--- src/design/stst_pkg.sv ---
// types, codes and defaults for the timer slot table
// no dependencies; used by the top level and its checker
`default_nettype none

package stst_pkg;

    // default configuration
    localparam int SLOT_COUNT_DEF = 32;
    localparam int TICK_BITS_DEF  = 32;
    localparam int HDL_W          = 5;

    // action codes of an input transaction
    localparam logic [1:0] ACT_START  = 2'd0;
    localparam logic [1:0] ACT_CANCEL = 2'd1;
    localparam logic [1:0] ACT_TICK   = 2'd2;

    // kind codes of a result transaction
    localparam logic [1:0] KIND_START  = 2'd0;
    localparam logic [1:0] KIND_CANCEL = 2'd1;
    localparam logic [1:0] KIND_FIRED  = 2'd2;
    localparam logic [1:0] KIND_DONE   = 2'd3;

    typedef struct packed {
        logic [1:0]       action;
        logic [31:0]      now_tick;
        logic [31:0]      delay_ticks;
        logic [HDL_W-1:0] slot_handle;
        logic [31:0]      handler_tag;
        logic [31:0]      param_tag;
        logic [31:0]      context_tag;
    } t_in;

    typedef struct packed {
        logic [1:0]       kind;
        logic [HDL_W-1:0] handle_out;
        logic [31:0]      fired_handler;
        logic [31:0]      fired_param;
        logic [31:0]      fired_context;
        logic             last;
    } t_out;

    // caller tags kept per slot
    typedef struct packed {
        logic [31:0] handler;
        logic [31:0] param;
        logic [31:0] ctx;
    } t_tags;

endpackage

`default_nettype wire

--- src/design/software_timer_slot_table.sv ---
// timer slot table top level: slot busy bits, deadline and tag memory, scan sequencer
// depends on stst_pkg
//
//  channel | direction | handshake              | payload
//  --------+-----------+------------------------+---------------------
//  input   | in        | i_in_valid / o_in_stall | i_in  (stst_pkg::t_in)
//  output  | out       | o_out_valid / i_out_stall | o_out (stst_pkg::t_out)
//
// one transaction is worked at a time; o_in_stall is high until its last result is registered
// start: one slot busy bit tested per cycle from slot 1
// tick: one memory read and one subtract per slot
// an output stall holds the sequencer whenever a new result must wait for the output register
// reset clears the busy bits at once; deadline and tag memory needs no clearing pass
`default_nettype none

module software_timer_slot_table #(
    parameter int SLOT_COUNT = stst_pkg::SLOT_COUNT_DEF,
    parameter int TICK_BITS  = stst_pkg::TICK_BITS_DEF
) (
    input  wire logic          i_clk,
    input  wire logic          i_rst_n,
    input  wire logic          i_in_valid,
    output logic               o_in_stall,
    input  wire stst_pkg::t_in i_in,
    output logic               o_out_valid,
    input  wire logic          i_out_stall,
    output stst_pkg::t_out     o_out
);
    import stst_pkg::*;

    localparam int IDX_W = $clog2(SLOT_COUNT);
    localparam int CNT_W = $clog2(SLOT_COUNT + 1);

    localparam logic [1:0] ST_IDLE   = 2'd0;
    localparam logic [1:0] ST_START  = 2'd1;
    localparam logic [1:0] ST_CANCEL = 2'd2;
    localparam logic [1:0] ST_SCAN   = 2'd3;

    // control state
    logic [1:0]            r_state, n_state;
    logic [CNT_W-1:0]      r_idx, n_idx;
    logic [SLOT_COUNT-1:0] r_busy, n_busy;
    logic                  r_rd_vld, n_rd_vld;
    logic [IDX_W-1:0]      r_rd_idx, n_rd_idx;
    logic                  r_out_vld, n_out_vld;
    t_out                  r_out, n_out;

    // latched transaction payload
    logic [TICK_BITS-1:0]  r_now;
    logic [TICK_BITS-1:0]  r_dly;
    logic [HDL_W-1:0]      r_hdl;
    t_tags                 r_tag;

    // slot memory and its read register
    logic [TICK_BITS-1:0]  r_mem_dl  [SLOT_COUNT];
    t_tags                 r_mem_tag [SLOT_COUNT];
    logic [TICK_BITS-1:0]  r_rd_dl;
    t_tags                 r_rd_tag;

    logic                  mem_we;
    logic                  mem_re;
    logic [IDX_W-1:0]      mem_addr;
    logic [TICK_BITS-1:0]  add_b;
    logic                  add_cin;
    logic [TICK_BITS-1:0]  add_sum;
    logic                  out_free;
    logic                  cur_busy;
    logic                  expired;
    logic                  emit_fire;
    logic                  scan_hold;
    logic                  scan_end;
    logic                  at_end;
    logic                  hdl_ok;

    assign o_in_stall  = (r_state != ST_IDLE);
    assign o_out_valid = r_out_vld;
    assign o_out       = r_out;

    // shared adder: now + delay on start, now - deadline on tick
    assign add_b   = (r_state == ST_SCAN) ? ~r_rd_dl : r_dly;
    assign add_cin = (r_state == ST_SCAN);
    assign add_sum = r_now + add_b + TICK_BITS'(add_cin);

    assign mem_addr  = r_idx[IDX_W-1:0];
    assign out_free  = !r_out_vld || !i_out_stall;
    assign at_end    = (r_idx == CNT_W'(SLOT_COUNT));
    assign cur_busy  = r_busy[mem_addr];
    assign expired   = r_rd_vld && r_busy[r_rd_idx] && !add_sum[TICK_BITS-1];
    assign emit_fire = expired && (r_rd_tag.handler != '0);
    assign scan_hold = emit_fire && !out_free;
    assign scan_end  = !r_rd_vld && at_end;
    assign hdl_ok    = (r_hdl != '0) && (int'(r_hdl) < SLOT_COUNT);

    // sequencer
    always_comb begin
        n_state   = r_state;
        n_idx     = r_idx;
        n_busy    = r_busy;
        n_rd_vld  = r_rd_vld;
        n_rd_idx  = r_rd_idx;
        n_out_vld = r_out_vld && i_out_stall;
        n_out     = r_out;
        mem_we    = 1'b0;
        mem_re    = 1'b0;
        case (r_state)
            ST_IDLE: begin
                if (i_in_valid) begin
                    case (i_in.action)
                        ACT_START: begin
                            n_state = ST_START;
                            n_idx   = CNT_W'(1);
                        end
                        ACT_CANCEL: begin
                            n_state = ST_CANCEL;
                        end
                        ACT_TICK: begin
                            n_state  = ST_SCAN;
                            n_idx    = CNT_W'(1);
                            n_rd_vld = 1'b0;
                        end
                        default: begin
                        end
                    endcase
                end
            end
            ST_START: begin
                // lowest free slot, one per cycle
                if (at_end) begin
                    if (out_free) begin
                        n_out_vld = 1'b1;
                        n_out     = '{kind: KIND_START, handle_out: '0, fired_handler: '0,
                                      fired_param: '0, fired_context: '0, last: 1'b1};
                        n_state   = ST_IDLE;
                    end
                end else if (!cur_busy) begin
                    if (out_free) begin
                        mem_we           = 1'b1;
                        n_busy[mem_addr] = 1'b1;
                        n_out_vld        = 1'b1;
                        n_out            = '{kind: KIND_START, handle_out: HDL_W'(r_idx),
                                             fired_handler: '0, fired_param: '0,
                                             fired_context: '0, last: 1'b1};
                        n_state          = ST_IDLE;
                    end
                end else begin
                    n_idx = r_idx + CNT_W'(1);
                end
            end
            ST_CANCEL: begin
                if (out_free) begin
                    if (hdl_ok) begin
                        n_busy[IDX_W'(r_hdl)] = 1'b0;
                    end
                    n_out_vld = 1'b1;
                    n_out     = '{kind: KIND_CANCEL, handle_out: r_hdl, fired_handler: '0,
                                  fired_param: '0, fired_context: '0, last: 1'b1};
                    n_state   = ST_IDLE;
                end
            end
            ST_SCAN: begin
                if (scan_end) begin
                    if (out_free) begin
                        n_out_vld = 1'b1;
                        n_out     = '{kind: KIND_DONE, handle_out: '0, fired_handler: '0,
                                      fired_param: '0, fired_context: '0, last: 1'b1};
                        n_state   = ST_IDLE;
                    end
                end else if (!scan_hold) begin
                    // evaluate the slot held in the read register
                    if (expired) begin
                        n_busy[r_rd_idx] = 1'b0;
                    end
                    if (emit_fire) begin
                        n_out_vld = 1'b1;
                        n_out     = '{kind: KIND_FIRED, handle_out: HDL_W'(r_rd_idx),
                                      fired_handler: r_rd_tag.handler,
                                      fired_param: r_rd_tag.param,
                                      fired_context: r_rd_tag.ctx, last: 1'b0};
                    end
                    // issue the read of the next slot
                    if (!at_end) begin
                        mem_re   = 1'b1;
                        n_rd_vld = 1'b1;
                        n_rd_idx = mem_addr;
                        n_idx    = r_idx + CNT_W'(1);
                    end else begin
                        n_rd_vld = 1'b0;
                    end
                end
            end
            default: begin
                n_state = ST_IDLE;
            end
        endcase
    end

    // control registers
    always_ff @(posedge i_clk) begin
        if (!i_rst_n) begin
            r_state   <= ST_IDLE;
            r_idx     <= '0;
            r_busy    <= '0;
            r_rd_vld  <= 1'b0;
            r_rd_idx  <= '0;
            r_out_vld <= 1'b0;
        end else begin
            r_state   <= n_state;
            r_idx     <= n_idx;
            r_busy    <= n_busy;
            r_rd_vld  <= n_rd_vld;
            r_rd_idx  <= n_rd_idx;
            r_out_vld <= n_out_vld;
        end
    end

    // payload registers
    always_ff @(posedge i_clk) begin
        r_out <= n_out;
        if (i_in_valid && !o_in_stall) begin
            r_now <= TICK_BITS'(i_in.now_tick);
            r_dly <= TICK_BITS'(i_in.delay_ticks);
            r_hdl <= i_in.slot_handle;
            r_tag <= '{handler: i_in.handler_tag, param: i_in.param_tag,
                       ctx: i_in.context_tag};
        end
    end

    // slot memory, one write or one registered read per cycle
    always_ff @(posedge i_clk) begin
        if (mem_we) begin
            r_mem_dl[mem_addr]  <= add_sum;
            r_mem_tag[mem_addr] <= r_tag;
        end
        if (mem_re) begin
            r_rd_dl  <= r_mem_dl[mem_addr];
            r_rd_tag <= r_mem_tag[mem_addr];
        end
    end

endmodule

`default_nettype wire

--- config.mk ---
export PLATFORM = sky130hd
export DESIGN_NAME = software_timer_slot_table
export DESIGN_NICKNAME = d
export VERILOG_FILES = /design/src/design/stst_pkg.sv /design/src/design/software_timer_slot_table.sv
export SDC_FILE = /design/constraint.sdc
export NUM_CORES = 2
export LEC_CHECK = 0
export ABC_CLOCK_PERIOD_IN_PS = 13500
export BUFFER_PORTS_ARGS = -buffer_cell sky130_fd_sc_hd__buf_4
export CAP_MARGIN = 20
export CORE_UTILIZATION = 45
export CTS_CLUSTER_SIZE = 14
export DETAILED_ROUTE_END_ITERATION = 12
export HOLD_SLACK_MARGIN = 0.15
export PLACE_DENSITY = 0.56
export SYNTH_ARGS = -nofsm -noshare
export SYNTH_HDL_FRONTEND = slang
export SYNTH_SLANG_ARGS = --single-unit
--- constraint.sdc ---
create_clock -name i_clk -period 13.5 [get_ports i_clk]
set_input_delay 3.375 -clock i_clk [delete_from_list [all_inputs] [get_ports i_clk]]
set_output_delay 3.375 -clock i_clk [all_outputs]
set_load 0.005 [all_outputs]
==> out/results.txt <==
Net Count, Synth = 7,740
Unrepaired setup endpoints after global routing = no
Average size of a mapped cell = 22.7 sq um
Placer Congestion = 0.848
CTS root buffer = clkbuf_16
Die Wd = 619 um
Adder-cell share of the synthesized area = 0.294%
Num CTS Buffers = 461
Post-route setup slack = 5.94 ns
Clock sinks = 4,540
Post-Synth Simple-Gate Area = 1.73%
Starting Density = 45.2%
Share of cells above drive strength 1 = 27.1%
F_max = 132 MHz
Drc violations = 0
Worst hold path class = reg -> reg
Vias/cell = 6.17
Yosys reg bits = 4,540
Port buffer count = 276
Pleak = 59.8 nW
CTS tree = built
Final period util = 56.0%
Worst-Margin Slew = 1.39 ns
Initial antenna violation count = 22
Synth-to-Final Area Change = 14.8%
Largest net degree at the start of global routing = 129
Final Hold Vio Count = 0
Relative slew slack = 7.08%
H-Tree Depth = 5
Critical path required time = 14.09 ns
Worst Path Arrival = 8.14 ns
CP Capture Type = flop
Nets = 8,336
Async SR Flop Fraction = 0%
Global route total overflow = 0
Number of global-route vias before repair = 84,300
Synth cell types = 79
Final core utilization = 51.9%
Routed Antenna Nets = 0
Post-synth EDFFs = 4,493
Clock Latency Late Sink = 1.00 ns
Post-synthesis mux area share = 14.2%
Reg2Reg Setup Slack = 5.94 ns
DIE HEIGHT = 619 um
Die area = 383,000 sq um
HPWL after DPL = 253,000 um
Netlist Area Pre-Place = 171,000 sq um
YS warnings = 0
Rows = 226
Startpoint types = flop
# hold bufs at CTS = 0
Final setup viols = 0
First-pass DRT Iterations = 6
Final wirelength = 465,000 um
First-pass GRT wire length = 650,000 um
Combinational family with the most area after synthesis = multiplexers
Status = completed
Post-CTS Setup Repair Bufs = 0
Area share of xor/xnor cells in the synthesized design = 0.107%
Maxcap violations = 0
Most common cell after layout, fill and taps aside = edfxtp_1
Vias = 83,500
Gate count after technology mapping = 7,530
First DRT Iteration DRCs = 9,196
Final Critical Period = 7.56 ns
Max Root-Sink Buffers = 4
Worst-path maximum fanout = 43
CORE AREA = 379,000 sq um
Most frequent cells in the layout = 4,493 x edfxtp_1, 1,035 x mux4_2, 480 x buf_4, 465 x clkbuf_16, 435 x a22oi_1
Resized Gates After CTS = 0
Post-DR wirelength/cell = 34.3 um
Hold Slack = 0.525 ns
Worst VDD drop = 0.172 mV
Critical path type = reg -> reg
Top-level I/O count = 277
Post-synthesis compound-gate area fraction = 3.26%
GRT Overall Usage = 24.0%
Clock-pin slew on the worst setup and hold paths = 0.07 ns
Dpl ws = 5.33 ns
Dominant synthesized flop cell = edfxtp_1
Register area share after synthesis = 79.4%
Layout Skew = 0.0626 ns
Setup TNS = 0 ns
Final max-slew violation count = 0
Power Density = 187 nW/um^2
Yosys cell counts, types with 8 or more instances:
| master | n | area (sq um) |
|---|---|---|
| nor2b_1 | 12 | 75.1 |
| nor3_1 | 16 | 80.1 |
| a21o_1 | 8 | 60.1 |
| and2_1 | 8 | 50.1 |
| a31oi_1 | 59 | 369 |
| nand2b_1 | 8 | 50.1 |
| edfxtp_1 | 4493 | 135000 |
| mux2i_1 | 98 | 981 |
| buf_1 | 122 | 458 |
| buf_2 | 30 | 150 |
| nand4_1 | 48 | 300 |
| dfxtp_1 | 47 | 941 |
| o22ai_1 | 12 | 75.1 |
| nand2_1 | 78 | 293 |
| or2_2 | 8 | 50.1 |
| ha_1 | 37 | 463 |
| a22oi_1 | 435 | 3270 |
| a21oi_1 | 44 | 220 |
| clkbuf_1 | 262 | 983 |
| o21ai_0 | 156 | 781 |
| xnor2_1 | 16 | 140 |
| o2111ai_1 | 11 | 96.3 |
| and3_1 | 195 | 1220 |
| nor4_1 | 12 | 75.1 |
| o31ai_1 | 8 | 60.1 |
| inv_1 | 35 | 131 |
| nor2_1 | 72 | 270 |
| nand3_1 | 46 | 230 |
| mux4_2 | 1035 | 23300 |
through the flow:
stage,instance area (sq um),power (W),cells
finish,196000,0.0367,13500
global route,196000,0.0379,13500
CTS,195000,0.0369,13500
detailed placement,181000,0.0246,12600
global placement,180000,0.0244,12600
floorplan,171000,0.0219,7530
flip-flops by register name, indices dropped and copies added, names as in the netlist:
name	flops
r_tag	96
o_out	104
r_rd_idx	5
o_out_valid	1
r_now	32
r_hdl	5
r_busy	32
r_rd_tag	96
r_mem_dl	1024
r_dly	32
r_rd_dl	32
r_rd_vld	1
r_idx	6
r_state	2
r_mem_tag	3072
power breakdown:
part	internal, W	switching, W	leakage (nW)
registers	0.0175	0.000381	40.9
clock network	0.00703	0.00537	7.12
logic	0.00243	0.00398	11.8
path summary, 6_finish.rpt:
path | from | to | cells after the start
min reg2reg | r_busy[6]$_SDFFE_PN0P_ | r_busy[6]$_SDFFE_PN0P_ | 2
max | r_idx[0]$_SDFFE_PN0P_ | r_mem_tag[18][0]$_DFFE_PP_ | 9
min | r_busy[6]$_SDFFE_PN0P_ | r_busy[6]$_SDFFE_PN0P_ | 2
max reg2reg | r_idx[0]$_SDFFE_PN0P_ | r_mem_tag[18][0]$_DFFE_PP_ | 9
final cells by class:
cell class / instances / area (sq um)
repair buffers: 552 / 5360
fillers: 29200 / 182000
well taps: 5016 / 6280
multi-input cells: 2534 / 34200
flip-flops and latches: 4540 / 136000
clock buffers: 570 / 12100
clock inverters: 282 / 2510
inverters: 37 / 139
diodes: 11 / 27.5
cells by family after synthesis:
| group | count (synthesis) |
|---|---|
| mux | 1134 |
| fa+ha+maj | 39 |
| flops | 4540 |
| buf+inv | 456 |
| simple gates | 535 |
| xor+xnor | 21 |
| compound gates | 805 |
critical path: stages (launching register included):
cell,delay (ns)
dfxtp_4,0.81
buf_4,0.74
mux4_2,0.59
a22oi_1,0.30
nand4_1,0.40
nor4_2,0.99
nand2_1,0.77
nor2_4,1.04
buf_4,0.66
buf_4,0.75
metal layers:
| metal | routed length [um] | part of all wire [%] | GRT usage (%) |
|---|---|---|---|
| met4 | 10600 | 2.3 | 5.61 |
| met1 | 196000 | 42 | 34.7 |
| met5 | 13 | 0.0028 | 0 |
| met2 | 227000 | 49 | 39.2 |
| met3 | 31400 | 6.7 | 3.27 |
No activity file was read; power rests on OpenSTA's default activity.
